==> config.mk <==
export PLATFORM = sky130hd
export DESIGN_NAME = tcp_stream_reassembler_unit_flat
export DESIGN_NICKNAME = d
export VERILOG_FILES = /design/src/rtl/core/tsr_pkg.sv /design/src/rtl/core/tsr_in_if.sv /design/src/rtl/core/tsr_out_if.sv /design/src/rtl/core/tsr_ram.sv /design/src/rtl/core/tsr_ctrl.sv /design/src/rtl/core/tsr_datapath.sv /design/src/rtl/core/tcp_stream_reassembler_unit.sv /design/src/flat_wrapper.sv
export VERILOG_INCLUDE_DIRS = /design/src /design/src/rtl/core
export SDC_FILE = /design/constraint.sdc
export NUM_CORES = 1
export LEC_CHECK = 0
export BUFFER_PORTS_ARGS = -buffer_cell sky130_fd_sc_hd__buf_2
export CAP_MARGIN = 25
export CORE_MARGIN = 2
export CORE_UTILIZATION = 50
export CTS_BUF_LIST = sky130_fd_sc_hd__clkbuf_8 sky130_fd_sc_hd__clkbuf_16
export DETAILED_ROUTE_END_ITERATION = 6
export PLACE_DENSITY = 0.75
export SLEW_MARGIN = 20
export SYNTH_ARGS = -nofsm -noshare
export SYNTH_HDL_FRONTEND = slang
export SYNTH_SLANG_ARGS = --single-unit
==> constraint.sdc <==
create_clock -name clk -period 8.7 [get_ports clk]
set_input_delay 0.87 -clock clk [delete_from_list [all_inputs] [get_ports clk]]
set_output_delay 0.87 -clock clk [all_outputs]
set_load 0.005 [all_outputs]
==> src/rtl/core/tcp_stream_reassembler_unit_defines.svh <==
// assertion macros shared by the reassembler rtl
`ifndef TCP_STREAM_REASSEMBLER_UNIT_DEFINES_SVH
`define TCP_STREAM_REASSEMBLER_UNIT_DEFINES_SVH

// same-cycle implication, held off while reset is asserted
`define TSR_ASSERT_IMP(name, clk, rst_n, ante, cons) \
	name: assert property (@(posedge clk) disable iff (!rst_n) (ante) |-> (cons)) \
		else $error("%m: implication check failed");

// next-cycle implication, held off while reset is asserted
`define TSR_ASSERT_NEXT(name, clk, rst_n, ante, cons) \
	name: assert property (@(posedge clk) disable iff (!rst_n) (ante) |=> (cons)) \
		else $error("%m: next-cycle check failed");

`endif

==> src/rtl/core/tsr_pkg.sv <==
`default_nettype none
package tsr_pkg;

	// window size in bytes
	localparam int CAPACITY = 32;
	localparam int IDX_W    = $clog2(CAPACITY);
	localparam int CNT_W    = $clog2(CAPACITY + 1);

	// field widths
	localparam int KIND_W  = 2;
	localparam int INDEX_W = 32;
	localparam int DATA_W  = 8;
	localparam int RCNT_W  = 6;
	localparam int PEND_W  = 6;

	// input kinds
	localparam logic [KIND_W-1:0] KIND_BYTE    = 2'd0;
	localparam logic [KIND_W-1:0] KIND_SEG_END = 2'd1;
	localparam logic [KIND_W-1:0] KIND_READ    = 2'd2;

	// result kinds
	localparam logic OUT_DATA   = 1'b0;
	localparam logic OUT_STATUS = 1'b1;

	typedef logic [KIND_W-1:0]  kind_t;
	typedef logic [INDEX_W-1:0] index_t;
	typedef logic [DATA_W-1:0]  data_t;
	typedef logic [RCNT_W-1:0]  rcnt_t;
	typedef logic [PEND_W-1:0]  pend_t;

	// controller to datapath
	typedef struct packed {
		logic latch;
		logic apply;
		logic scan;
		logic close;
		logic emit_data;
		logic emit_status;
	} cmd_t;

	// datapath to controller
	typedef struct packed {
		logic do_scan;
		logic scan_done;
		logic has_drain;
		logic drain_last;
		logic out_free;
	} sts_t;

endpackage
`default_nettype wire

==> src/rtl/core/tsr_in_if.sv <==
`default_nettype none
interface tsr_in_if;
	import tsr_pkg::*;

	logic   valid;
	logic   ready;
	kind_t  kind;
	index_t stream_index;
	data_t  data_byte;
	logic   segment_end;
	logic   eof_mark;
	rcnt_t  read_count;

	modport source (
		output valid, kind, stream_index, data_byte, segment_end, eof_mark, read_count,
		input  ready
	);

	modport sink (
		input  valid, kind, stream_index, data_byte, segment_end, eof_mark, read_count,
		output ready
	);

endinterface
`default_nettype wire

==> src/rtl/core/tsr_out_if.sv <==
`default_nettype none
interface tsr_out_if;
	import tsr_pkg::*;

	logic   valid;
	logic   ready;
	logic   out_kind;
	data_t  out_byte;
	index_t ack_seq;
	pend_t  pending_count;
	logic   stream_ended;
	logic   last;

	modport source (
		output valid, out_kind, out_byte, ack_seq, pending_count, stream_ended, last,
		input  ready
	);

	modport sink (
		input  valid, out_kind, out_byte, ack_seq, pending_count, stream_ended, last,
		output ready
	);

endinterface
`default_nettype wire

==> src/rtl/core/tsr_ram.sv <==
`default_nettype none
module tsr_ram #(
	parameter int WIDTH = 8,
	parameter int DEPTH = 32
) (
	input  wire logic                     clk,
	input  wire logic                     we,
	input  wire logic [$clog2(DEPTH)-1:0] waddr,
	input  wire logic [WIDTH-1:0]         wdata,
	input  wire logic [$clog2(DEPTH)-1:0] raddr,
	output logic      [WIDTH-1:0]         rdata
);

	logic [WIDTH-1:0] mem [DEPTH];

	// one write port, registered read port
	always_ff @(posedge clk) begin
		if (we) begin
			mem[waddr] <= wdata;
		end
		rdata <= mem[raddr];
	end

endmodule
`default_nettype wire

==> src/rtl/core/tsr_ctrl.sv <==
`default_nettype none
module tsr_ctrl (
	input  wire logic          clk,
	input  wire logic          arst_n,
	input  wire logic          in_valid,
	output logic               in_ready,
	input  wire tsr_pkg::sts_t sts,
	output tsr_pkg::cmd_t      cmd
);
	import tsr_pkg::*;

	localparam logic [2:0] S_IDLE   = 3'd0;
	localparam logic [2:0] S_APPLY  = 3'd1;
	localparam logic [2:0] S_SCAN   = 3'd2;
	localparam logic [2:0] S_CLOSE  = 3'd3;
	localparam logic [2:0] S_READ   = 3'd4;
	localparam logic [2:0] S_EMIT   = 3'd5;
	localparam logic [2:0] S_STATUS = 3'd6;

	logic [2:0] state_q;
	logic [2:0] state_d;

	// next state and command decode
	always_comb begin
		state_d  = state_q;
		cmd      = '0;
		in_ready = 1'b0;
		case (state_q)
			S_IDLE: begin
				in_ready = 1'b1;
				if (in_valid) begin
					cmd.latch = 1'b1;
					state_d   = S_APPLY;
				end
			end
			S_APPLY: begin
				cmd.apply = 1'b1;
				state_d   = sts.do_scan ? S_SCAN : S_CLOSE;
			end
			S_SCAN: begin
				cmd.scan = 1'b1;
				if (sts.scan_done) begin
					state_d = S_CLOSE;
				end
			end
			S_CLOSE: begin
				cmd.close = 1'b1;
				state_d   = sts.has_drain ? S_READ : S_STATUS;
			end
			S_READ: begin
				state_d = S_EMIT;
			end
			S_EMIT: begin
				if (sts.out_free) begin
					cmd.emit_data = 1'b1;
					state_d       = sts.drain_last ? S_STATUS : S_READ;
				end
			end
			S_STATUS: begin
				if (sts.out_free) begin
					cmd.emit_status = 1'b1;
					state_d         = S_IDLE;
				end
			end
			default: begin
				state_d = S_IDLE;
			end
		endcase
	end

	// state register
	always_ff @(posedge clk or negedge arst_n) begin
		if (!arst_n) begin
			state_q <= S_IDLE;
		end else begin
			state_q <= state_d;
		end
	end

endmodule
`default_nettype wire

==> src/rtl/core/tsr_datapath.sv <==
`default_nettype none
module tsr_datapath (
	input  wire logic            clk,
	input  wire logic            arst_n,
	input  wire tsr_pkg::cmd_t   cmd,
	output tsr_pkg::sts_t        sts,
	input  wire tsr_pkg::kind_t  kind,
	input  wire tsr_pkg::index_t stream_index,
	input  wire tsr_pkg::data_t  data_byte,
	input  wire logic            segment_end,
	input  wire logic            eof_mark,
	input  wire tsr_pkg::rcnt_t  read_count,
	output logic                 res_valid,
	input  wire logic            res_ready,
	output logic                 out_kind,
	output tsr_pkg::data_t       out_byte,
	output tsr_pkg::index_t      ack_seq,
	output tsr_pkg::pend_t       pending_count,
	output logic                 stream_ended,
	output logic                 last
);
	import tsr_pkg::*;

	// latched input beat
	kind_t  kind_q;
	index_t idx_q;
	data_t  byte_q;
	logic   seg_end_q;
	logic   eof_q;
	rcnt_t  rcnt_q;

	// reassembly state
	index_t              head_q;
	logic [CNT_W-1:0]    outst_q;
	logic [CNT_W-1:0]    pend_q;
	logic                ovf_q;
	logic                eof_l_q;
	logic                ended_q;
	logic [CAPACITY-1:0] valid_q;
	logic [IDX_W-1:0]    base_q;
	logic [IDX_W-1:0]    scan_ptr_q;
	logic [CNT_W-1:0]    scan_cnt_q;
	logic [CNT_W-1:0]    rem_q;

	// output register
	logic   res_valid_q;
	logic   out_kind_q;
	data_t  out_byte_q;
	index_t ack_q;
	pend_t  pend_out_q;
	logic   ended_out_q;
	logic   last_q;

	// combinational helpers
	index_t           off;
	logic             at_or_above;
	logic [CNT_W-1:0] wlen;
	logic             fits;
	logic [IDX_W:0]   slot_sum;
	logic [IDX_W-1:0] wr_slot;
	logic             wr_en;
	logic             cur_valid;
	logic             scan_done;
	logic [CNT_W-1:0] pend_after;
	logic             close_en;
	logic             eof_next;
	rcnt_t            outst_wide;
	data_t            rd_data;
	logic             out_free;

	function automatic logic [IDX_W-1:0] ptr_inc(input logic [IDX_W-1:0] p);
		ptr_inc = (p == IDX_W'(CAPACITY - 1)) ? '0 : p + 1'b1;
	endfunction

	// window check and physical slot of the incoming byte
	assign off         = idx_q - head_q;
	assign at_or_above = (idx_q >= head_q);
	assign wlen        = CNT_W'(CAPACITY) - outst_q;
	assign fits        = (off < INDEX_W'(wlen));
	assign slot_sum    = (IDX_W + 1)'(base_q) + (IDX_W + 1)'(off[IDX_W-1:0]);
	assign wr_slot     = (slot_sum >= (IDX_W + 1)'(CAPACITY)) ?
		IDX_W'(slot_sum - (IDX_W + 1)'(CAPACITY)) : IDX_W'(slot_sum);
	assign wr_en       = cmd.apply && (kind_q == KIND_BYTE) && at_or_above && fits;

	// head run scan, one slot per cycle
	assign cur_valid = valid_q[scan_ptr_q];
	assign scan_done = !(cur_valid && (scan_cnt_q != CNT_W'(CAPACITY)));

	// segment close terms
	assign pend_after = pend_q - scan_cnt_q;
	assign close_en   = ((kind_q == KIND_BYTE) && seg_end_q) || (kind_q == KIND_SEG_END);
	assign eof_next   = eof_l_q || (eof_q && !ovf_q);
	assign outst_wide = RCNT_W'(outst_q);

	assign out_free = !res_valid_q || res_ready;

	// status to controller
	always_comb begin
		sts.do_scan    = (kind_q == KIND_BYTE);
		sts.scan_done  = scan_done;
		sts.has_drain  = (scan_cnt_q != '0);
		sts.drain_last = (rem_q == CNT_W'(1));
		sts.out_free   = out_free;
	end

	// byte store
	tsr_ram #(
		.WIDTH (DATA_W),
		.DEPTH (CAPACITY)
	) u_store (
		.clk   (clk),
		.we    (wr_en),
		.waddr (wr_slot),
		.wdata (byte_q),
		.raddr (base_q),
		.rdata (rd_data)
	);

	// input beat capture
	always_ff @(posedge clk) begin
		if (cmd.latch) begin
			kind_q    <= kind;
			idx_q     <= stream_index;
			byte_q    <= data_byte;
			seg_end_q <= segment_end;
			eof_q     <= eof_mark;
			rcnt_q    <= read_count;
		end
	end

	// reassembly state update
	always_ff @(posedge clk or negedge arst_n) begin
		if (!arst_n) begin
			head_q     <= '0;
			outst_q    <= '0;
			pend_q     <= '0;
			ovf_q      <= 1'b0;
			eof_l_q    <= 1'b0;
			ended_q    <= 1'b0;
			valid_q    <= '0;
			base_q     <= '0;
			scan_ptr_q <= '0;
			scan_cnt_q <= '0;
			rem_q      <= '0;
		end else begin
			if (cmd.apply) begin
				scan_ptr_q <= base_q;
				scan_cnt_q <= '0;
				if (kind_q == KIND_BYTE && at_or_above) begin
					if (fits) begin
						valid_q[wr_slot] <= 1'b1;
						ovf_q            <= 1'b0;
						if (!valid_q[wr_slot]) begin
							pend_q <= pend_q + CNT_W'(1);
						end
					end else begin
						ovf_q <= 1'b1;
					end
				end
				if (kind_q == KIND_READ) begin
					outst_q <= (rcnt_q >= outst_wide) ? '0 : CNT_W'(outst_wide - rcnt_q);
				end
			end
			if (cmd.scan && !scan_done) begin
				scan_cnt_q <= scan_cnt_q + CNT_W'(1);
				scan_ptr_q <= ptr_inc(scan_ptr_q);
			end
			if (cmd.close) begin
				head_q  <= head_q + INDEX_W'(scan_cnt_q);
				pend_q  <= pend_after;
				outst_q <= outst_q + scan_cnt_q;
				rem_q   <= scan_cnt_q;
				if (close_en) begin
					eof_l_q <= eof_next;
					if (eof_next && (pend_after == '0) && !ovf_q) begin
						ended_q <= 1'b1;
					end
				end
			end
			if (cmd.emit_data) begin
				valid_q[base_q] <= 1'b0;
				base_q          <= ptr_inc(base_q);
				rem_q           <= rem_q - CNT_W'(1);
			end
		end
	end

	// result valid flag
	always_ff @(posedge clk or negedge arst_n) begin
		if (!arst_n) begin
			res_valid_q <= 1'b0;
		end else if (cmd.emit_data || cmd.emit_status) begin
			res_valid_q <= 1'b1;
		end else if (res_ready) begin
			res_valid_q <= 1'b0;
		end
	end

	// result payload
	always_ff @(posedge clk) begin
		if (cmd.emit_data || cmd.emit_status) begin
			out_kind_q  <= cmd.emit_status ? OUT_STATUS : OUT_DATA;
			out_byte_q  <= cmd.emit_status ? '0 : rd_data;
			ack_q       <= head_q;
			pend_out_q  <= PEND_W'(pend_q);
			ended_out_q <= ended_q;
			last_q      <= cmd.emit_status;
		end
	end

	assign res_valid     = res_valid_q;
	assign out_kind      = out_kind_q;
	assign out_byte      = out_byte_q;
	assign ack_seq       = ack_q;
	assign pending_count = pend_out_q;
	assign stream_ended  = ended_out_q;
	assign last          = last_q;

endmodule
`default_nettype wire

==> src/rtl/core/tcp_stream_reassembler_unit.sv <==
// Byte stream reassembly window. Each input beat is a stream byte tagged with its absolute
// index, an empty segment end, or a count of bytes the reader consumed. Bytes land in a
// circular window of CAPACITY slots with a valid bit each; after every segment byte the
// contiguous run at the head is released in order, and every input beat closes with one
// status result (last set) carrying the ack index, pending count and end-of-stream bit as
// they stand after that beat; the data results of the beat carry the same values. One beat
// is taken at a time: a segment end or reader beat steps through apply, close and status, a
// segment byte adds a scan of the head run and a read and emit step per released byte, and
// the result side can stall each emit. The head run is found by a scan of one valid bit per
// cycle; each released byte is read from the registered byte store into the result register.
// A new beat is accepted while the closing status result still waits to be taken.
`default_nettype none
`include "tcp_stream_reassembler_unit_defines.svh"
module tcp_stream_reassembler_unit (
	input  wire logic  clk,
	input  wire logic  arst_n,
	tsr_in_if.sink     item,
	tsr_out_if.source  result
);
	import tsr_pkg::*;

	cmd_t       cmd;
	sts_t       sts;
	logic       ctrl_ready;
	logic [5:0] cmd_vec;

	// sequencing
	tsr_ctrl u_ctrl (
		.clk      (clk),
		.arst_n   (arst_n),
		.in_valid (item.valid),
		.in_ready (ctrl_ready),
		.sts      (sts),
		.cmd      (cmd)
	);

	// window state, byte store and result register
	tsr_datapath u_dp (
		.clk           (clk),
		.arst_n        (arst_n),
		.cmd           (cmd),
		.sts           (sts),
		.kind          (item.kind),
		.stream_index  (item.stream_index),
		.data_byte     (item.data_byte),
		.segment_end   (item.segment_end),
		.eof_mark      (item.eof_mark),
		.read_count    (item.read_count),
		.res_valid     (result.valid),
		.res_ready     (result.ready),
		.out_kind      (result.out_kind),
		.out_byte      (result.out_byte),
		.ack_seq       (result.ack_seq),
		.pending_count (result.pending_count),
		.stream_ended  (result.stream_ended),
		.last          (result.last)
	);

	assign item.ready = ctrl_ready;

	assign cmd_vec = cmd;

	// checks
	`TSR_ASSERT_IMP(a_cmd_exclusive, clk, arst_n, 1'b1, $onehot0(cmd_vec))
	`TSR_ASSERT_IMP(a_emit_when_free, clk, arst_n, cmd.emit_data, sts.out_free)
	`TSR_ASSERT_NEXT(a_status_shows_last, clk, arst_n, cmd.emit_status,
		result.valid && result.last)
	`TSR_ASSERT_NEXT(a_busy_after_accept, clk, arst_n, item.valid && item.ready,
		!item.ready)

endmodule
`default_nettype wire

==> src/flat_wrapper.sv <==
// flat-port wrapper written by rule: the top's interface ports become plain ports
module tcp_stream_reassembler_unit_flat import tsr_pkg::*;
  (clk, arst_n, item_valid, item_kind, item_stream_index, item_data_byte, item_segment_end, item_eof_mark, item_read_count, item_ready, result_valid, result_out_kind, result_out_byte, result_ack_seq, result_pending_count, result_stream_ended, result_last, result_ready);
  tsr_in_if item_i ();
  tsr_out_if result_i ();
  input  wire logic clk;
  input  wire logic arst_n;
  input wire logic [$bits(item_i.valid)-1:0] item_valid;
  input wire logic [$bits(item_i.kind)-1:0] item_kind;
  input wire logic [$bits(item_i.stream_index)-1:0] item_stream_index;
  input wire logic [$bits(item_i.data_byte)-1:0] item_data_byte;
  input wire logic [$bits(item_i.segment_end)-1:0] item_segment_end;
  input wire logic [$bits(item_i.eof_mark)-1:0] item_eof_mark;
  input wire logic [$bits(item_i.read_count)-1:0] item_read_count;
  output wire logic [$bits(item_i.ready)-1:0] item_ready;
  output wire logic [$bits(result_i.valid)-1:0] result_valid;
  output wire logic [$bits(result_i.out_kind)-1:0] result_out_kind;
  output wire logic [$bits(result_i.out_byte)-1:0] result_out_byte;
  output wire logic [$bits(result_i.ack_seq)-1:0] result_ack_seq;
  output wire logic [$bits(result_i.pending_count)-1:0] result_pending_count;
  output wire logic [$bits(result_i.stream_ended)-1:0] result_stream_ended;
  output wire logic [$bits(result_i.last)-1:0] result_last;
  input wire logic [$bits(result_i.ready)-1:0] result_ready;
  assign item_i.valid = item_valid;
  assign item_i.kind = item_kind;
  assign item_i.stream_index = item_stream_index;
  assign item_i.data_byte = item_data_byte;
  assign item_i.segment_end = item_segment_end;
  assign item_i.eof_mark = item_eof_mark;
  assign item_i.read_count = item_read_count;
  assign item_ready = item_i.ready;
  assign result_valid = result_i.valid;
  assign result_out_kind = result_i.out_kind;
  assign result_out_byte = result_i.out_byte;
  assign result_ack_seq = result_i.ack_seq;
  assign result_pending_count = result_i.pending_count;
  assign result_stream_ended = result_i.stream_ended;
  assign result_last = result_i.last;
  assign result_i.ready = result_ready;
  tcp_stream_reassembler_unit u_core (.clk(clk), .arst_n(arst_n), .item(item_i), .result(result_i));
endmodule
Word-level counts from Yosys, hierarchy flattened
Memory sizes are Yosys's and may differ from the RTL's. A register that Yosys moved wholly into a read port is not among the register bits.
Cells that the tools add are included.
{"block": "totals", "ff_bits": 204, "mem_bits_rw": 256, "inputBits": 54, "output_inout_bits": 51, "word_cells": 156, "mem_count": 1}
{"name": "u_core.u_dp.u_store.mem", "words": 32, "width": 8, "rd": 1, "rd_ports_with_merged_regs": 1, "write_ports": 1, "line_no": "tsr_ram.sv:14", "rtl": "logic [WIDTH-1:0] mem [DEPTH];"}
{"block": "op_classes", "add_sub_neg": 13, "magnitude_cmp": 9, "n_eq_ne": 17, "mux": 53, "bitwise": 3, "n_reduce_logical": 35}
{"cell": "32-bit 2-to-1 mux", "n": 4}
{"cell": "6-bit 2-to-1 mux", "n": 13}
{"cell": "32-bit by 6-bit adder with 32-bit output", "n": 1}
{"cell": "32-bit AND", "n": 1}
{"cell": "32-bit >= comparator", "n": 1}
{"cell": "32-bit by 6-bit less-than comparator with 1-bit output", "n": 1}
{"cell": "32-bit inverter", "n": 1}
{"cell": "32-bit bitwise OR", "n": 1}
{"cell": "32-bit subtractor", "n": 1}
{"cell": "5-bit 2-to-1 mux", "n": 5}
{"cell": "3-bit one-hot mux with 7 select lines", "n": 1}
{"cell": "1-bit 2-to-1 mux", "n": 20}
{"cell": "5-bit by 6-bit less-than comparator with 1-bit output (second input constant)", "n": 3}
{"cell": "2-bit nonzero test", "n": 7}
{"cell": "6-bit by 1-bit adder with 6-bit output (second input constant)", "n": 2}
{"cell": "1-bit logical AND", "n": 12}
{"cell": "3-bit 2-to-1 mux", "n": 4}
{"cell": "6-bit subtractor", "n": 2}
{"cell": "5-bit by 1-bit adder with 5-bit output (second input constant)", "n": 2}
{"cell": "1-bit binary-select mux with 5-bit select", "n": 2}
{"cell": "1-bit demux with 5-bit select", "n": 2}
{"cell": "5-bit equality test (second input constant)", "n": 2}
{"cell": "5-bit by 1-bit >= comparator with 1-bit output (second input constant)", "n": 2}
{"cell": "3-bit equality test (second input constant)", "n": 3}
{"cell": "other kinds (25)", "n": 37}

Longest topological paths before layout
{"block": "depth", "depth_word": 14, "ltp_mapped": 19, "depth_no_buf": 18}

Hierarchy
A second synthesis with hierarchy kept.
{"block": "unflattened", "hier_cells": 1590, "area_unflattened_um2": 22123.7}
{"module": "tsr_datapath", "n_inst": 1, "cells_each": 1146, "area_each_um2": 11818.8, "seq_area_each_um2": 5495.3}
{"module": "tsr_ram", "n_inst": 1, "cells_each": 417, "area_each_um2": 10053.4, "seq_area_each_um2": 7847.5}
{"module": "tsr_ctrl", "n_inst": 1, "cells_each": 27, "area_each_um2": 251.5, "seq_area_each_um2": 75.1}

Least setup slack after synthesis
Ideal clock, no wire load.
{"block": "synth_timing", "path_kind": "register to register", "startpoint": "reg u_core.u_dp.head_q[0]", "endpoint": "mem u_core.u_dp.u_store.mem[12][0], enable pin", "setup_time_ns": 0.386, "arrival_time_ns": 4.421, "required_time_ns": 8.314, "slack_ns": 3.893, "stages_incl_launch_ff": 17, "n_path_buf": 0, "period_less_slack_ns": 4.807, "path_cell_list": "dfrtp_1 ha_1 fa_1 nand2b_1 nand2b_1 a21oi_1 xnor2_1 ha_1 a21oi_1 o221ai_1 a2111oi_0 or4b_1 a311oi_1 nand4_1 nor4_4 nand3_4 nor3_1"}
{"block": "synth_between", "elab_chain_len": 5, "elab_cells_between_ends": 11, "classes_between": "3 x add/sub; 3 x order compare; 3 x mux; 2 x reduce/logical"}
{"element": "start: declaration", "line_no": "tsr_datapath.sv:33", "rtl": "index_t head_q;"}
{"element": "start signal: assignment", "line_no": "tsr_datapath.sv:169", "rtl": "head_q <= head_q + INDEX_W'(scan_cnt_q);"}
{"element": "32-bit subtractor / 32-bit >= comparator (equally long branches)", "line_no": "tsr_datapath.sv:76, tsr_datapath.sv:77"}
{"element": "32-bit by 6-bit less-than comparator with 1-bit output / 1-bit logical AND (equally long branches)", "line_no": "tsr_datapath.sv:79, tsr_datapath.sv:83"}
{"element": "1-bit logical AND", "line_no": "tsr_datapath.sv:83", "rtl": "assign wr_en = cmd.apply && (kind_q == KIND_BYTE) && at_or_above && fits;"}
{"element": "1-bit 2-to-1 mux", "line_no": "tsr_ram.sv:18", "rtl": "if (we) begin"}
{"element": "1-bit 2-to-1 mux (implied by the code)", "line_no": "tsr_ram.sv:19", "rtl": "mem[waddr] <= wdata;"}
{"element": "end: declaration", "line_no": "tsr_ram.sv:14"}
Several ways; a longest one is shown, not always the timed one.

Worst setup path after layout
{"block": "layout_timing", "startpoint": "reg u_core.u_dp.head_q[3]", "endpoint": "mem u_core.u_dp.u_store.mem[15][0], enable pin"}
Same word-level chain as after synthesis.

==> out/results.ini <==
[synth]
syn_area_sq_mm=0.0218
muxShareOfSynthArea_pct=11.4
avgSynthCellArea_sq_um=14.7
synthXorXnorAreaFrac_pct=2.62
synth_edf_count=354
synth_top_family_by_area=multiplexers
synthAdderAreaFrac_pct=4.92
synth_compound_area_share_pct=8.60
ys.flop_type=edfxtp_1
ys_types=72
yosysTopAreaCellShare_pct=48.9
synth-async-reset-ratio_pct=22.5
synthesis.nets=1620
ys_seq_elements=467
ys_seq_area_share_pct=61.7
synth_top_area_cell=edfxtp_1
synth_warnings=0
synthTopCellsByArea=edfxtp_1 49%, dfrtp_1 12%, mux4_2 10%, ha_1 4.4%, xnor2_1 2.2%
netlist_instances=1484
synthSimpleGateAreaFrac_pct=8.28

[final_layout]
synthToLayoutAreaGrowth_pct=13.0
final_common_cell=edfxtp_1
nFillCells=3315
final_cell_mix=354 x edfxtp_1, 104 x buf_2, 103 x dfrtp_1
drive_gt1_share_pct=21.4
final_area_sq_mm=0.0246
nets=1736
post-route-util_pct=57.2

[critical_path]
startpoint_type=register
crit_fanout=32
cp-end-kind=register
cp_slowest_stage_delay_ns=0.88
path_cells=inv_1, ha_1, nand2_1, a211o_1, nand2_1, xor2_1, ha_1, a21oi_1, o221ai_1, a2111oi_0, or4b_1, a311oi_1, nand4_1, nor4_4, nand3_4, nor3_2
crit_arrival_ns=6.34
crit_family=simple AND/OR/NAND/NOR gates
cp.buffers_inverters=1
regToRegSetupSlack_ns=2.57
cp_slowest_cell=nor3_2
cp.required_ns=8.91
crit_type=register to register

[clock_network]
cts_tree=yes
clock_path_buffers=3
clk_latency_ns=0.60
numCtsBuffers=48
cts_root_buf=clkbuf_16
cts_resized=0
cts.sinks=467
cts-htree-levels=2
clk_pin_slew_ns=0.06
cts_hold_buf=0
cts_setup_buffers=0

[placement]
hpwl_um=34700
place_ws_ns=2.47
io_buffers=104
gp_congestion=0.935
dpl_cell_area_sq_mm=0.0229

[grt]
gr-total-overflow=0
grt_most_used_layer=met2
grt_start_max_net_pins=71
antenna_found_initial=0
grt_pass1_wl_um=78300
grt_pass1_vias=13400
grt.total_usage_pct=23.0
met3_usage_pct=4.39
grtUsageMet1_pct=30.9
use_met2_pct=36.9

[routing]
drcViolationCount=0
drtIter0Drc=1385
route.antenna.remaining_nets=0
totalWireLength_um=51400
avgViaCountPerCell=6.10
post_drt_wl_per_cell_um=23.1
vias=13600
dr.pass1.iters=5

[outcome]
status=finished, final reports clean

[die]
core_area_sq_mm=0.0430
die_area_sq_mm=0.0452
die_x_um=213
die_y_um=213
fp-row-count=76
ioPinCount=105
initial_utilization_pct=50.6

[power]
power.leakage_nw=8.94
p_sw_share_pct=32.3
p_int_mw=4.66
ir_drop_v=0.000175
p_comb_share_pct=29.3
power_switching_mw=2.22
power_frac_seq_pct=41.0
p_clk_share_pct=29.7
cellPowerDensity_mw_per_mm2=280

[sta]
rsz0062_at_grt=false
slew_violations=0
tightest_slew_ns=0.981
holdWs_ns=0.289
slew_headroom_pct=34.5
skew_ns=0.0258
final.period_utilization_pct=70.4
fmax_mhz=163
period_minus_slack_ns=6.13
tns_ns=0
hold_viol=0
layout_setup_ws_ns=2.57
setup_viol=0

[min_path]
worst_hold_path_type=input port to asynchronous set/reset pin

[flow_run]
maxCapViolCount=0

final timing paths:
kind / startpoint / end / cells after the start
setup / recovery: u_core.u_dp.head_q[3] / u_core.u_dp.u_store.mem[15][0] / 16
hold / removal: arst_n / u_core.u_dp.head_q[18] / 1
setup reg to reg: u_core.u_dp.head_q[3] / u_core.u_dp.u_store.mem[15][0] / 16
hold reg to reg: u_core.u_dp.eof_l_q / u_core.u_dp.eof_l_q / 1
max in group asynchronous: arst_n / u_core.u_dp.base_q[0] / 2
min in group clk: item_read_count[5] / u_core.u_dp.rcnt_q[5] / 1
power by group through the flow:
stage               sequential [mW]  combinational (mW)  clock [mW]
CTS                            2.83                1.98        2.08
finish                         2.82                2.01        2.04
global placement               2.87                1.92           0
floorplan                      2.78                1.38           0
global route                   2.84                2.15        2.16
detailed placement             2.87                1.96           0
synthesized netlist by cell type (22+ instances only):
master and number:
nand3_1 23, clkbuf_1 43, nand2_1 91, nor3_2 29, dfrtp_1 105, ha_1 76, edfxtp_1 354, nand4_1 22
a21oi_1 67, mux4_2 100, nor2_1 46, xnor2_1 54, o21ai_0 72, inv_1 79, a21o_1 24, nor3_1 23
final cells by class:
| class | count | area (sq um) | area share [%] |
|---|---|---|---|
| Sequential cell | 467 | 13400 | 54.6 |
| Multi-Input combinational cell | 878 | 7800 | 31.7 |
| Clock buffer | 58 | 1370 | 5.58 |
| Timing Repair Buffer | 126 | 733 | 2.98 |
| Tap cell | 585 | 732 | 2.98 |
| Inverter | 79 | 297 | 1.21 |
| Clock inverter | 32 | 221 | 0.901 |
| Antenna cell | 1 | 2.50 | 0.0102 |
metrics by stage:
step,power (mW),cells
finish,6.88,2226
global route,7.15,2225
CTS,6.88,2220
detailed placement,4.83,2130
global placement,4.78,2128
floorplan,4.16,1484
kinds of logic (layout without fill, tap and decap cells):
kind of cell             count (synthesis)  in the layout
multiplexers                           121            121
other                                    0              1
adder cells (fa/ha/maj)                 82             82
AND/OR/NAND/NOR                        324            324
XOR/XNOR                                65             65
flip-flops                             467            467
AO/OA/AOI/OAI                          286            286
buffers and inverters                  139            295
sequential cells by signal, summed over array words and instances (netlist names), 2 cells and up:
register and cells:
u_core.u_dp.out_byte 8, u_core.u_dp.outst_q 6, u_core.u_dp.head_q 32, u_core.u_dp.rem_q 6
u_core.u_dp.ack_seq 32, u_core.u_dp.idx_q 32, u_core.u_dp.rcnt_q 6, u_core.u_dp.byte_q 8
u_core.u_dp.valid_q 32, u_core.u_dp.scan_ptr_q 5, u_core.u_dp.base_q 5, u_core.u_dp.u_store.mem 256
u_core.u_dp.u_store.rdata 8, u_core.u_dp.kind_q 2, u_core.u_dp.scan_cnt_q 6, u_core.u_dp.pending_count 6
u_core.u_dp.pend_q 6, u_core.u_ctrl.state_q 3
layer usage:
| layer | vias to the layer above | routed length, um |
|---|---|---|
| met5 | - | 0 |
| li1 | 5991 | - |
| met2 | 635 | 24400 |
| met4 | 0 | 1860 |
| met1 | 6847 | 21200 |
| met3 | 114 | 3960 |
Power figures use the tool's default switching activity.
